File: src/rtl/core/bpa_pkg.sv
// Package: types, constants and helper functions for the bitmap page allocator.
`timescale 1ns / 1ps
`default_nettype none

package bpa_pkg;

  localparam int unsigned MAP_PAGES = 4096;
  localparam int unsigned PAGE_W    = $clog2(MAP_PAGES);
  localparam int unsigned CNT_W     = PAGE_W + 1;
  localparam int unsigned WORD_W    = 32;
  localparam int unsigned WIDX_W    = $clog2(WORD_W);
  localparam int unsigned NUM_ROWS  = MAP_PAGES / WORD_W;
  localparam int unsigned ROW_W     = $clog2(NUM_ROWS);
  localparam int unsigned LIMIT_RST = 4096;

  typedef enum logic [2:0] {
    CMD_ALLOC   = 3'd0,
    CMD_FREE    = 3'd1,
    CMD_LOCK    = 3'd2,
    CMD_RESERVE = 3'd3,
    CMD_CLEAR   = 3'd4
  } cmd_e;

  typedef enum logic [2:0] {
    ST_IDLE,
    ST_SCAN,
    ST_RUN_RD,
    ST_RUN_WR,
    ST_DONE
  } state_e;

  typedef struct packed {
    cmd_e              cmd;
    logic [PAGE_W-1:0] page_number;
    logic [CNT_W-1:0]  run_len;
  } in_item_t;

  typedef struct packed {
    logic              found;
    logic [PAGE_W-1:0] alloc_page;
    logic [CNT_W-1:0]  free_pages;
    logic [CNT_W-1:0]  used_pages;
    logic [CNT_W-1:0]  reserved_pages;
  } out_item_t;

  typedef struct packed {
    logic              rd_en;
    logic [ROW_W-1:0]  rd_addr;
    logic              wr_en;
    logic [ROW_W-1:0]  wr_addr;
    logic [WORD_W-1:0] wr_data;
    logic              clr;
  } map_req_t;

  // Pages of row that fall in [lo, hi); hi must be at least 1.
  function automatic logic [WORD_W-1:0] span_mask(logic [ROW_W-1:0] row,
                                                   logic [PAGE_W-1:0] lo,
                                                   logic [CNT_W-1:0] hi);
    logic [CNT_W-1:0]  last;
    logic [WORD_W-1:0] m;
    last = hi - CNT_W'(1);
    m    = '1;
    if (row == lo[PAGE_W-1:WIDX_W]) begin
      m = m & ({WORD_W{1'b1}} << lo[WIDX_W-1:0]);
    end
    if (row == last[PAGE_W-1:WIDX_W]) begin
      m = m & ({WORD_W{1'b1}} >> (WIDX_W'(WORD_W - 1) - last[WIDX_W-1:0]));
    end
    return m;
  endfunction

  function automatic logic [WIDX_W-1:0] low_idx(logic [WORD_W-1:0] v);
    logic [WIDX_W-1:0] idx;
    idx = '0;
    for (int i = WORD_W - 1; i >= 0; i--) begin
      if (v[i]) begin
        idx = WIDX_W'(i);
      end
    end
    return idx;
  endfunction

  function automatic logic [WIDX_W:0] pop_cnt(logic [WORD_W-1:0] v);
    logic [WIDX_W:0] n;
    n = '0;
    for (int i = 0; i < WORD_W; i++) begin
      n = n + (WIDX_W + 1)'(v[i]);
    end
    return n;
  endfunction

endpackage

`default_nettype wire

File: src/rtl/core/bpa_ctrl.sv
// Command sequencer: allocation scan, run updates, counters and search hint.
`timescale 1ns / 1ps
`default_nettype none

module bpa_ctrl
  import bpa_pkg::*;
(
  input  logic              clk_i,
  input  logic              rst_ni,
  input  logic              in_valid_i,
  output logic              in_ready_o,
  input  in_item_t          in_data_i,
  input  logic [CNT_W-1:0]  limit_i,
  output logic              res_valid_o,
  input  logic              res_ready_i,
  output out_item_t         res_data_o,
  output map_req_t          map_req_o,
  input  logic [WORD_W-1:0] map_rd_i
);

  state_e            state_q, state_d;
  cmd_e              cmd_q, cmd_d;
  logic [ROW_W-1:0]  row_q, row_d;
  logic [PAGE_W-1:0] lo_q, lo_d;
  logic [CNT_W-1:0]  hi_q, hi_d;
  logic [PAGE_W-1:0] hint_q, hint_d;
  logic [CNT_W-1:0]  free_q, free_d;
  logic [CNT_W-1:0]  used_q, used_d;
  logic [CNT_W-1:0]  rsv_q, rsv_d;
  logic              found_q, found_d;
  logic [PAGE_W-1:0] grant_q, grant_d;
  logic [WIDX_W:0]   chg_q, chg_d;
  logic              pend_q, pend_d;

  logic [CNT_W-1:0]  lim;
  logic [CNT_W:0]    run_sum;
  logic [CNT_W-1:0]  run_end;
  logic              run_empty;
  logic              alloc_empty;
  logic [CNT_W-1:0]  last_pg;
  logic              is_last;
  logic [WORD_W-1:0] span;
  logic [WORD_W-1:0] cand;
  logic              hit;
  logic [PAGE_W-1:0] hit_page;
  logic [CNT_W-1:0]  chg_n;
  logic              is_free;

  assign lim         = (limit_i > CNT_W'(MAP_PAGES)) ? CNT_W'(MAP_PAGES) : limit_i;
  assign run_sum     = {2'b0, in_data_i.page_number} + {1'b0, in_data_i.run_len};
  assign run_end     = (run_sum < {1'b0, lim}) ? run_sum[CNT_W-1:0] : lim;
  assign run_empty   = run_end <= {1'b0, in_data_i.page_number};
  assign alloc_empty = {1'b0, hint_q} >= lim;

  assign last_pg  = hi_q - CNT_W'(1);
  assign is_last  = row_q == last_pg[PAGE_W-1:WIDX_W];
  assign span     = span_mask(row_q, lo_q, hi_q);
  assign cand     = ~map_rd_i & span;
  assign hit      = |cand;
  assign hit_page = {row_q, low_idx(cand)};
  assign chg_n    = CNT_W'(chg_q);
  assign is_free  = cmd_q == CMD_FREE;

  always_comb begin
    state_d = state_q;
    case (state_q)
      ST_IDLE: begin
        if (in_valid_i) begin
          case (in_data_i.cmd)
            CMD_ALLOC:   state_d = alloc_empty ? ST_DONE : ST_SCAN;
            CMD_FREE,
            CMD_LOCK,
            CMD_RESERVE: state_d = run_empty ? ST_DONE : ST_RUN_WR;
            default:     state_d = ST_DONE;
          endcase
        end
      end
      ST_SCAN:   state_d = (hit || is_last) ? ST_DONE : ST_SCAN;
      ST_RUN_RD: state_d = ST_RUN_WR;
      ST_RUN_WR: state_d = is_last ? ST_DONE : ST_RUN_RD;
      ST_DONE:   state_d = (!pend_q && res_ready_i) ? ST_IDLE : ST_DONE;
      default:   state_d = ST_IDLE;
    endcase
  end

  always_comb begin
    cmd_d   = cmd_q;
    row_d   = row_q;
    lo_d    = lo_q;
    hi_d    = hi_q;
    hint_d  = hint_q;
    free_d  = free_q;
    used_d  = used_q;
    rsv_d   = rsv_q;
    found_d = found_q;
    grant_d = grant_q;
    chg_d   = chg_q;
    pend_d  = 1'b0;

    map_req_o         = '0;
    map_req_o.rd_addr = row_q + ROW_W'(1);
    map_req_o.wr_addr = row_q;

    in_ready_o  = 1'b0;
    res_valid_o = 1'b0;

    // counter update for the word written in the previous cycle
    if (pend_q) begin
      case (cmd_q)
        CMD_FREE: begin
          free_d = free_q + chg_n;
          used_d = (used_q > chg_n) ? used_q - chg_n : '0;
        end
        CMD_LOCK: begin
          free_d = (free_q > chg_n) ? free_q - chg_n : '0;
          used_d = used_q + chg_n;
        end
        default: begin
          free_d = (free_q > chg_n) ? free_q - chg_n : '0;
          rsv_d  = rsv_q + chg_n;
        end
      endcase
    end

    case (state_q)
      ST_IDLE: begin
        in_ready_o = 1'b1;
        if (in_valid_i) begin
          cmd_d   = in_data_i.cmd;
          found_d = 1'b1;
          grant_d = '0;
          case (in_data_i.cmd)
            CMD_ALLOC: begin
              found_d           = 1'b0;
              lo_d              = hint_q;
              hi_d              = lim;
              row_d             = hint_q[PAGE_W-1:WIDX_W];
              map_req_o.rd_addr = hint_q[PAGE_W-1:WIDX_W];
              map_req_o.rd_en   = !alloc_empty;
            end
            CMD_FREE,
            CMD_LOCK,
            CMD_RESERVE: begin
              lo_d              = in_data_i.page_number;
              hi_d              = run_end;
              row_d             = in_data_i.page_number[PAGE_W-1:WIDX_W];
              map_req_o.rd_addr = in_data_i.page_number[PAGE_W-1:WIDX_W];
              map_req_o.rd_en   = !run_empty;
            end
            CMD_CLEAR: begin
              map_req_o.clr = 1'b1;
              hint_d        = '0;
              free_d        = CNT_W'(MAP_PAGES);
              used_d        = '0;
              rsv_d         = '0;
            end
            default: ;
          endcase
        end
      end
      ST_SCAN: begin
        if (hit) begin
          map_req_o.wr_en   = 1'b1;
          map_req_o.wr_data = map_rd_i | (WORD_W'(1) << hit_page[WIDX_W-1:0]);
          found_d           = 1'b1;
          grant_d           = hit_page;
          hint_d            = hit_page;
          free_d            = (free_q != '0) ? free_q - CNT_W'(1) : '0;
          used_d            = used_q + CNT_W'(1);
        end else if (!is_last) begin
          map_req_o.rd_en = 1'b1;
          row_d           = row_q + ROW_W'(1);
        end
      end
      ST_RUN_RD: begin
        map_req_o.rd_en = 1'b1;
        row_d           = row_q + ROW_W'(1);
      end
      ST_RUN_WR: begin
        map_req_o.wr_en   = 1'b1;
        map_req_o.wr_data = is_free ? (map_rd_i & ~span) : (map_rd_i | span);
        chg_d             = pop_cnt(is_free ? (map_rd_i & span) : (~map_rd_i & span));
        pend_d            = 1'b1;
      end
      ST_DONE: begin
        res_valid_o = !pend_q;
      end
      default: ;
    endcase
  end

  assign res_data_o.found          = found_q;
  assign res_data_o.alloc_page     = grant_q;
  assign res_data_o.free_pages     = free_q;
  assign res_data_o.used_pages     = used_q;
  assign res_data_o.reserved_pages = rsv_q;

  always_ff @(posedge clk_i or negedge rst_ni) begin
    if (!rst_ni) begin
      state_q <= ST_IDLE;
      hint_q  <= '0;
      free_q  <= CNT_W'(MAP_PAGES);
      used_q  <= '0;
      rsv_q   <= '0;
      pend_q  <= 1'b0;
    end else begin
      state_q <= state_d;
      hint_q  <= hint_d;
      free_q  <= free_d;
      used_q  <= used_d;
      rsv_q   <= rsv_d;
      pend_q  <= pend_d;
    end
  end

  always_ff @(posedge clk_i) begin
    cmd_q   <= cmd_d;
    row_q   <= row_d;
    lo_q    <= lo_d;
    hi_q    <= hi_d;
    found_q <= found_d;
    grant_q <= grant_d;
    chg_q   <= chg_d;
  end

endmodule

`default_nettype wire

File: config.mk
export PLATFORM = sky130hd
export DESIGN_NAME = bpa_ctrl
export DESIGN_NICKNAME = d
export VERILOG_FILES = /design/src/rtl/core/bpa_pkg.sv /design/src/rtl/core/bpa_ctrl.sv
export SDC_FILE = /design/constraint.sdc
export NUM_CORES = 1
export LEC_CHECK = 0
export BUFFER_PORTS_ARGS = -buffer_cell sky130_fd_sc_hd__buf_2
export CAP_MARGIN = 20
export CORE_MARGIN = 5
export CORE_UTILIZATION = 40
export CTS_CLUSTER_DIAMETER = 100
export CTS_CLUSTER_SIZE = 14
export DETAILED_ROUTE_END_ITERATION = 6
export GPL_ROUTABILITY_DRIVEN = 0
export PLACE_DENSITY = 0.59
export SLEW_MARGIN = 20
export SYNTH_ARGS = -nofsm -noshare
export SYNTH_HDL_FRONTEND = slang
export SYNTH_SLANG_ARGS = --single-unit
File: constraint.sdc
create_clock -name clk_i -period 16.9 [get_ports clk_i]
set_input_delay 0.845 -clock clk_i [delete_from_list [all_inputs] [get_ports clk_i]]
set_output_delay 0.845 -clock clk_i [all_outputs]
set_load 0.1 [all_outputs]
==> flow_metrics.py, run 1 <==
metrics = {
    "status": {
        "status": "complete, no violations",
    },
    "logic_synthesis": {
        "synth-main-ff-cell": "dfrtp_1",
        "synth.distinct_cells": 89,
        "synth_fp_nets": 1755,
        "netlist_area_sq_um": 12500,
        "synth-seq-area-share": 0.237,
        "ys_warn_count": 0,
        "syn_inst": 1557,
        "ys_ff_latch": 108,
        "ys_async_sr_fraction": 0.509,
        "synth_edf_count": 53,
        "avgSynthCellArea_sq_um": 8.04,
    },
    "placement": {
        "port_buffers": 179,
        "hpwl_microns": 34500,
    },
    "sta": {
        "period_share": 0.482,
        "finalSetupTns_ps": 0,
        "finalSetupViolations": 0,
        "min_period_ps": 8150,
        "max-slew-margin-rel": 0.223,
        "fin_skew_ps": 16.9,
        "hold_violations": 0,
        "slew_violations": 0,
        "rsz0062_at_grt": "no",
        "worstMarginPinSlew_ps": 1160,
        "fmax_ghz": 0.123,
    },
    "global_route": {
        "grt_overflow": 0,
        "grt_pass1_vias": 12100,
        "grt_use_total": 0.242,
        "grt_pass1_wl_microns": 68800,
        "grt_max_degree": 56,
        "antenna_found_initial": 0,
    },
    "routing": {
        "route.detailed.drc": 0,
        "wl_microns": 43700,
        "vias_per_cell": 6.03,
        "drt_iter0_drc": 1397,
        "drtPass1Iterations": 5,
        "wl_per_cell_microns": 20.9,
        "num_vias": 12600,
        "antenna_left": 0,
    },
    "floorplan": {
        "fp.dieW_microns": 187,
        "die_h_microns": 187,
        "io_pins": 180,
        "dieArea_sq_um": 34900,
        "initial_utilization": 0.407,
        "core_area_sq_um": 30700,
        "placement_rows": 64,
    },
    "clocking": {
        "cts_max_level": 3,
        "cts_tree": "yes",
        "clock_path_buffers": 2,
        "cts.clk_slew.worst_paths_ps": 70,
        "numCtsBuffers": 9,
        "holdBufCountCts": 0,
        "cts_root_buffer": "clkbuf_16",
        "cts_setup_buffers": 0,
        "clock_latency_ps": 360,
        "numClockSinks": 108,
        "ctsResizeCount": 0,
    },
    "min_path": {
        "hp-class": "reg -> reg",
        "hold_depth": 2,
        "hold_end": "rsv_q[12]",
        "worstHoldStart": "rsv_q[12]",
    },
    "worst_setup_path": {
        "reg2reg_setup_slack_ps": 8800,
        "crit_path_end_kind": "output pin",
        "r2r_cells": 25,
        "cpMostUsedCell": "a21oi_1",
        "reg2reg_from": "hi_q[0]",
        "cpPeakStageDelay_ps": 410,
        "cp_data_required_time_ps": 16060,
        "critPathKind": "in -> out",
        "path_max_fanout": 14,
        "critPathArrivalTime_ps": 7310,
        "critPathSlowestCell": "fa_1",
        "crit-reg2reg-capture": "chg_q[4]",
        "start_kind": "primary input",
    },
    "layout": {
        "nNetsFinal": 1888,
        "n_antenna_cell": 0,
        "synthToLayoutAreaGrowth_pct": 12.4,
        "drive_above_1_share": 0.155,
    },
    "run": {
        "maxCapViolCount": 0,
    },
}
[worst max-delay path, delay by kind of cell]
kind | cells | cell delay [ps]
AOI/OAI and AO/OA | 20 | 3360
adders and majority gates | 4 | 1240
buffers and inverters | 4 | 740
and+or+nand+nor | 6 | 580
muxes | 1 | 300
xor gates and xnor gates | 1 | 250
[state kept, by name, summed over array words and instances (netlist names), 3 cells and up]
register and cells:
free_q 13, rsv_q 13, used_q 13, grant_q 12
hi_q 12, hint_q 12, lo_q 12, row_q 7
chg_q 6, cmd_q 3, state_q 3
[per-layer routing]
metal  vias up  routed length, microns  GRT usage
met1      5900                   18700      0.332
met4         0                    1120     0.0643
met3        70                    4430     0.0551
met2       657                   19500      0.385
met5         -                       0          0
li1       5991                       -          -
[cells by family (layout without fill, tap and decap cells)]
kind of cell | count (synthesis) | after routing | synth area share
buffers and inverters | 164 | 302 | 0.0519
XOR/XNOR | 94 | 94 | 0.0658
adder cells (fa/ha/maj) | 121 | 121 | 0.139
flip-flops | 108 | 108 | 0.237
AO/OA/AOI/OAI | 517 | 517 | 0.280
AND/OR/NAND/NOR | 519 | 519 | 0.198
multiplexers | 34 | 34 | 0.0283
[synth_stat cells, types with 14 or more instances]
| cell | number | area share |
|---|---|---|
| a21o_1 | 31 | 0.019 |
| a21oi_1 | 98 | 0.039 |
| a22oi_1 | 31 | 0.019 |
| a31oi_1 | 18 | 0.0090 |
| and2_1 | 15 | 0.0075 |
| and3_1 | 19 | 0.0095 |
| clkbuf_1 | 61 | 0.018 |
| dfrtp_1 | 54 | 0.11 |
| edfxtp_1 | 53 | 0.13 |
| fa_1 | 30 | 0.048 |
| ha_1 | 91 | 0.091 |
| inv_1 | 83 | 0.025 |
| mux2i_1 | 23 | 0.018 |
| nand2_1 | 147 | 0.044 |
| nand2b_1 | 16 | 0.0080 |
| nand3_1 | 46 | 0.018 |
| nor2_1 | 151 | 0.045 |
| nor2b_1 | 27 | 0.013 |
| nor3_1 | 24 | 0.0096 |
| o21a_1 | 21 | 0.013 |
| o21ai_0 | 102 | 0.041 |
| o21ai_1 | 24 | 0.0096 |
| o21bai_1 | 14 | 0.0084 |
| o221ai_1 | 18 | 0.013 |
| o22ai_1 | 24 | 0.012 |
| o31ai_1 | 18 | 0.011 |
| xnor2_1 | 71 | 0.050 |
| xor2_1 | 23 | 0.016 |
[per-stage QoR]
step	std cells	utilization	worst slack, ps	hold slack [ps]	area (sq um)
global placement	2075	0.448	8870	521	13800
detailed placement	2075	0.448	8750	534	13800
global route	2091	0.458	8250	562	14100
finish	2091	0.458	8750	541	14100
CTS	2091	0.458	8730	552	14100
floorplan	1557	-	8040	466	12500
[cells in the final DEF, fill, tap and decap left out, drive strengths merged, types with 31 or more instances in the layout]
cell and count:
a21o 31, a21oi 98, a22oi 32, buf 203, dfrtp 54, edfxtp 53, ha 91, inv 83
nand2 148, nand3 46, nor2 151, o21ai 126, xnor2 71
[how the worst max path moves through the flow]
stage	to	depth (start not counted)	start	slack, ps
global route	map_req_o[48]	36	in_data_i[13]	8250
finish	map_req_o[48]	36	in_data_i[13]	8750
detailed placement	map_req_o[48]	36	in_data_i[13]	8750
global placement	map_req_o[48]	36	in_data_i[13]	8870
CTS	map_req_o[48]	36	in_data_i[13]	8730
floorplan	map_req_o[48]	34	in_data_i[0]	8040
[final cells by class]
| class | instances | area (sq um) |
|---|---|---|
| Clock buffer | 14 | 285 |
| Inverter | 83 | 312 |
| Clock inverter | 2 | 16.3 |
| Fill cell | 3111 | 16700 |
| Tap cell | 396 | 495 |
| Sequential cell | 108 | 2970 |
| Multi-Input combinational cell | 1285 | 8920 |
| Timing Repair Buffer | 203 | 1080 |
Power of run 1 is not shown: default switching activity piles up to over one toggle a cycle in this logic, so the estimate is an artifact.
==> inputs of run 2 (changes only) <==
==> constraint.sdc (replaced) <==
create_clock -name clk_i -period 8.15 [get_ports clk_i]
set_input_delay 0.4075 -clock clk_i [delete_from_list [all_inputs] [get_ports clk_i]]
set_output_delay 0.4075 -clock clk_i [all_outputs]
set_load 0.1 [all_outputs]
==> flow_metrics.py, run 2 (same netlist as run 1, synthesis figures left out) <==
metrics = {
    "global_route": {
        "grt_pass1_wl_microns": 70100,
        "grt_overflow": 0,
        "grt_pass1_vias": 12400,
        "antenna_found_initial": 0,
        "grt_use_total": 0.247,
        "grt_max_degree": 56,
    },
    "layout": {
        "synthToLayoutAreaGrowth_pct": 12.3,
        "reg.largest.list": "free_q (13), rsv_q (13), used_q (13)",
        "layout_common_cells": "179 x buf_2, 150 x nor2_1, 147 x nand2_1",
        "final_core_util": 0.457,
        "nFillCells": 3164,
        "final_common_cell": "buf_2",
        "drive_above_1_share": 0.156,
        "nNetsFinal": 1890,
        "n_antenna_cell": 0,
        "layoutNonFillerInstCount": 2093,
    },
    "worst_setup_path": {
        "crit_path_end_kind": "flip-flop",
        "critPathKind": "reg -> reg",
        "reg2reg_from": "hi_q[0]",
        "start_kind": "flip-flop",
        "critPathArrivalTime_ps": 7900,
        "cp_data_required_time_ps": 8280,
        "crit_start": "hi_q[0]",
        "path_max_fanout": 12,
    },
    "routing": {
        "drt_iter0_drc": 1152,
        "vias_per_cell": 6.10,
        "drtPass1Iterations": 5,
        "antenna_left": 0,
        "wl_microns": 44600,
        "wl_per_cell_microns": 21.3,
        "num_vias": 12800,
        "route.detailed.drc": 0,
    },
    "sta": {
        "fmax_ghz": 0.129,
        "worstMarginPinSlew_ps": 1120,
        "fin_skew_ps": 14.4,
        "finalSetupViolations": 0,
        "rsz0062_at_grt": "no",
        "max-slew-margin-rel": 0.253,
        "finalSetupTns_ps": 0,
        "period_share": 0.954,
        "hold_violations": 0,
        "min_period_ps": 7780,
        "slew_violations": 0,
    },
    "placement": {
        "port_buffers": 179,
        "dp_cells": 2076,
        "hpwl_microns": 35300,
    },
    "floorplan": {
        "core_area_sq_um": 30700,
        "initial_utilization": 0.407,
        "io_pins": 180,
        "dieArea_sq_um": 34900,
        "fp.dieW_microns": 187,
        "placement_rows": 64,
        "die_h_microns": 187,
    },
    "clocking": {
        "numClockSinks": 108,
        "clock_latency_ps": 370,
        "cts_max_level": 3,
        "clock_path_buffers": 2,
        "cts.clk_slew.worst_paths_ps": 80,
        "ctsResizeCount": 0,
        "cts_tree": "yes",
        "cts_setup_buffers": 0,
        "cts_root_buffer": "clkbuf_16",
        "holdBufCountCts": 0,
        "numCtsBuffers": 9,
    },
    "min_path": {
        "hp-class": "in -> async",
    },
    "run": {
        "maxCapViolCount": 0,
    },
    "status": {
        "status": "complete, no violations",
    },
}
[run 2: critical path: stages, from the launching register on]
cell and delay, ps:
edfxtp_1 460, inv_1 120, ha_1 310, or4b_4 540, o41ai_2 300, a32o_1 260, nor2_1 170, nor2_1 760
nand2_1 150, nor2_1 150, nor2_1 80, nand2_1 110, fa_1 470, fa_1 550, inv_1 60, fa_1 470
fa_1 520, fa_1 520, fa_1 550, ha_1 160, inv_1 50, fa_1 400, inv_1 70, a21o_1 100
a21oi_1 70, xnor2_1 120
[run 2: final cells by class]
| type | count | area (sq um) | area share |
|---|---|---|---|
| flip-flops and latches | 108 | 2970 | 0.211 |
| multi-input cells | 1285 | 8920 | 0.635 |
| clock inverters | 5 | 37.5 | 0.00267 |
| inverters | 83 | 312 | 0.0222 |
| well taps | 396 | 495 | 0.0352 |
| repair buffers | 205 | 1090 | 0.0776 |
| clock buffers | 11 | 233 | 0.0166 |
[run 2: stage by stage]
stage / worst slack (ps) / area [sq um] / hold slack, ps
global route: 1.08 / 14100 / 272
floorplan: 165 / 12500 / 112
detailed placement: 464 / 13800 / 542
CTS: 437 / 14100 / 233
global placement: 684 / 13800 / 521
finish: 374 / 14100 / 200
[run 2: final timing paths]
kind | endpoint | slack, ps | cells past startpoint
min reg2reg | rsv_q[12] | 550 | 2
max reg2reg | chg_q[4] | 370 | 25
max in group asynchronous | hint_q[1] | 7430 | 2
min in group clk_i | cmd_q[0] | 330 | 1
min | rsv_q[7] | 200 | 2
max | chg_q[4] | 370 | 25
[run 2: per-layer routing]
layer / GRT usage / part of all wire
met5: 0 / 0
met1: 0.335 / 0.42
met3: 0.0427 / 0.090
met2: 0.405 / 0.46
met4: 0.0757 / 0.031
Power of run 2 is left out for the same reason.
==> inputs of run 3 (changes only) <==
--- a/config.mk
+++ b/config.mk
@@ -14,6 +14,7 @@
 export DETAILED_ROUTE_END_ITERATION = 6
 export GPL_ROUTABILITY_DRIVEN = 0
 export PLACE_DENSITY = 0.59
+export RECOVER_POWER = 100
 export SLEW_MARGIN = 20
 export SYNTH_ARGS = -nofsm -noshare
 export SYNTH_HDL_FRONTEND = slang
==> flow_metrics.py, run 3 (same netlist as run 1, synthesis figures left out) <==
metrics = {
    "global_route": {
        "grt_pass1_wl_microns": 70100,
        "grt_overflow": 0,
        "grt_max_degree": 56,
        "grt_use_total": 0.247,
        "grt_pass1_vias": 12400,
        "antenna_found_initial": 0,
    },
    "worst_setup_path": {
        "critPathKind": "reg -> reg",
        "cp_data_required_time_ps": 8280,
        "start_kind": "flip-flop",
        "critPathArrivalTime_ps": 7880,
        "crit_path_end_kind": "flip-flop",
        "path_max_fanout": 12,
    },
    "sta": {
        "fin_skew_ps": 12.3,
        "max-slew-margin-rel": -1.25,
        "slew_violations": 145,
        "worstMarginPinSlew_ps": 3370,
        "hold_violations": 0,
        "final.setup.worst_slack_ps": 391,
        "rsz0062_at_grt": "no",
        "finalSetupTns_ps": 0,
        "period_share": 0.952,
        "finalSetupViolations": 0,
        "min_period_ps": 7760,
        "fmax_ghz": 0.129,
    },
    "floorplan": {
        "io_pins": 180,
        "placement_rows": 64,
        "die_h_microns": 187,
        "initial_utilization": 0.407,
        "core_area_sq_um": 30700,
        "fp.dieW_microns": 187,
        "dieArea_sq_um": 34900,
    },
    "status": {
        "violations": "max-capacitance violations, max-slew violations",
        "status": "finished, violations left",
    },
    "placement": {
        "dp_slack_ps": 464,
        "hpwl_microns": 35300,
        "port_buffers": 179,
    },
    "min_path": {
        "hp-class": "in -> reg",
    },
    "clocking": {
        "cts_tree": "yes",
        "cts_max_level": 3,
        "cts_root_buffer": "clkbuf_16",
        "numClockSinks": 108,
        "cts.clk_slew.worst_paths_ps": 80,
        "ctsResizeCount": 0,
        "clock_latency_ps": 360,
        "clock_path_buffers": 2,
        "numCtsBuffers": 9,
        "holdBufCountCts": 0,
        "cts_setup_buffers": 0,
    },
    "layout": {
        "nNetsFinal": 1890,
        "drive_above_1_share": 0.0884,
        "final_common_cell": "nor2_1",
        "nFillCells": 3221,
        "synthToLayoutAreaGrowth_pct": 10.8,
        "reg.largest.list": "free_q (13), rsv_q (13), used_q (13)",
        "n_antenna_cell": 0,
        "multi_input_area_sq_um": 8880,
        "layout_common_cells": "151 x nor2_1, 148 x nand2_1, 103 x o21ai_0",
        "register_area_sq_um": 2970,
    },
    "routing": {
        "drtPass1Iterations": 6,
        "route.detailed.drc": 0,
        "num_vias": 12800,
        "wl_microns": 44700,
        "vias_per_cell": 6.10,
        "antenna_left": 0,
        "wl_per_cell_microns": 21.4,
        "drt_iter0_drc": 1250,
    },
    "run": {
        "maxCapViolCount": 5,
    },
}
run 3: cell count changes in the layout (fill, tap and decap cells not counted), sizes merged:
cell,delta
buf,-116
clkbuf,+116
run 3: area by class of cell:
type,instances,share of cell area
inverters,83,0.0225
clock buffers,11,0.0168
well taps,396,0.0357
multi-input cells,1285,0.641
repair buffers,205,0.0677
flip-flops and latches,108,0.214
clock inverters,5,0.00271
run 3: per-layer routing:
| metal | wire length (microns) | global-route usage |
|---|---|---|
| met3 | 4170 | 0.0427 |
| met4 | 1490 | 0.0757 |
| met5 | 0 | 0 |
| met2 | 20300 | 0.405 |
| met1 | 18700 | 0.335 |
run 3: final timing paths:
check / from / to / slack [ps] / cells after the start
hold / removal: in_valid_i / state_q[0] / 350 / 3
max in group asynchronous: rst_ni / state_q[2] / 4980 / 2
setup reg to reg: hi_q[0] / chg_q[4] / 390 / 25
setup / recovery: hi_q[0] / chg_q[4] / 390 / 25
min in group asynchronous: rst_ni / rsv_q[7] / 1280 / 2
hold reg to reg: rsv_q[12] / rsv_q[12] / 560 / 2
run 3: stage by stage:
| step | util | cells | cell area [sq um] | hold WS [ps] |
|---|---|---|---|---|
| finish | 0.451 | 2093 | 13900 | 355 |
| global route | 0.451 | 2093 | 13900 | 356 |
| CTS | 0.457 | 2092 | 14100 | 233 |
| detailed placement | 0.448 | 2076 | 13800 | 542 |
| global placement | 0.448 | 2076 | 13800 | 521 |
| floorplan | - | 1557 | 12500 | 112 |
run 3: worst max-delay path, cell delays in order (launching register included):
cell	delay, ps
edfxtp_1	460
inv_1	120
ha_1	310
or4b_4	550
o41ai_2	300
a32o_1	270
nor2_1	170
nor2_1	770
nand2_1	160
nor2_1	150
nor2_1	70
nand2_1	100
fa_1	460
fa_1	540
inv_1	60
fa_1	470
fa_1	520
fa_1	520
fa_1	550
ha_1	160
inv_1	50
fa_1	400
inv_1	70
a21o_1	100
a21oi_1	70
xnor2_1	120
Power of run 3 is left out for the same reason.
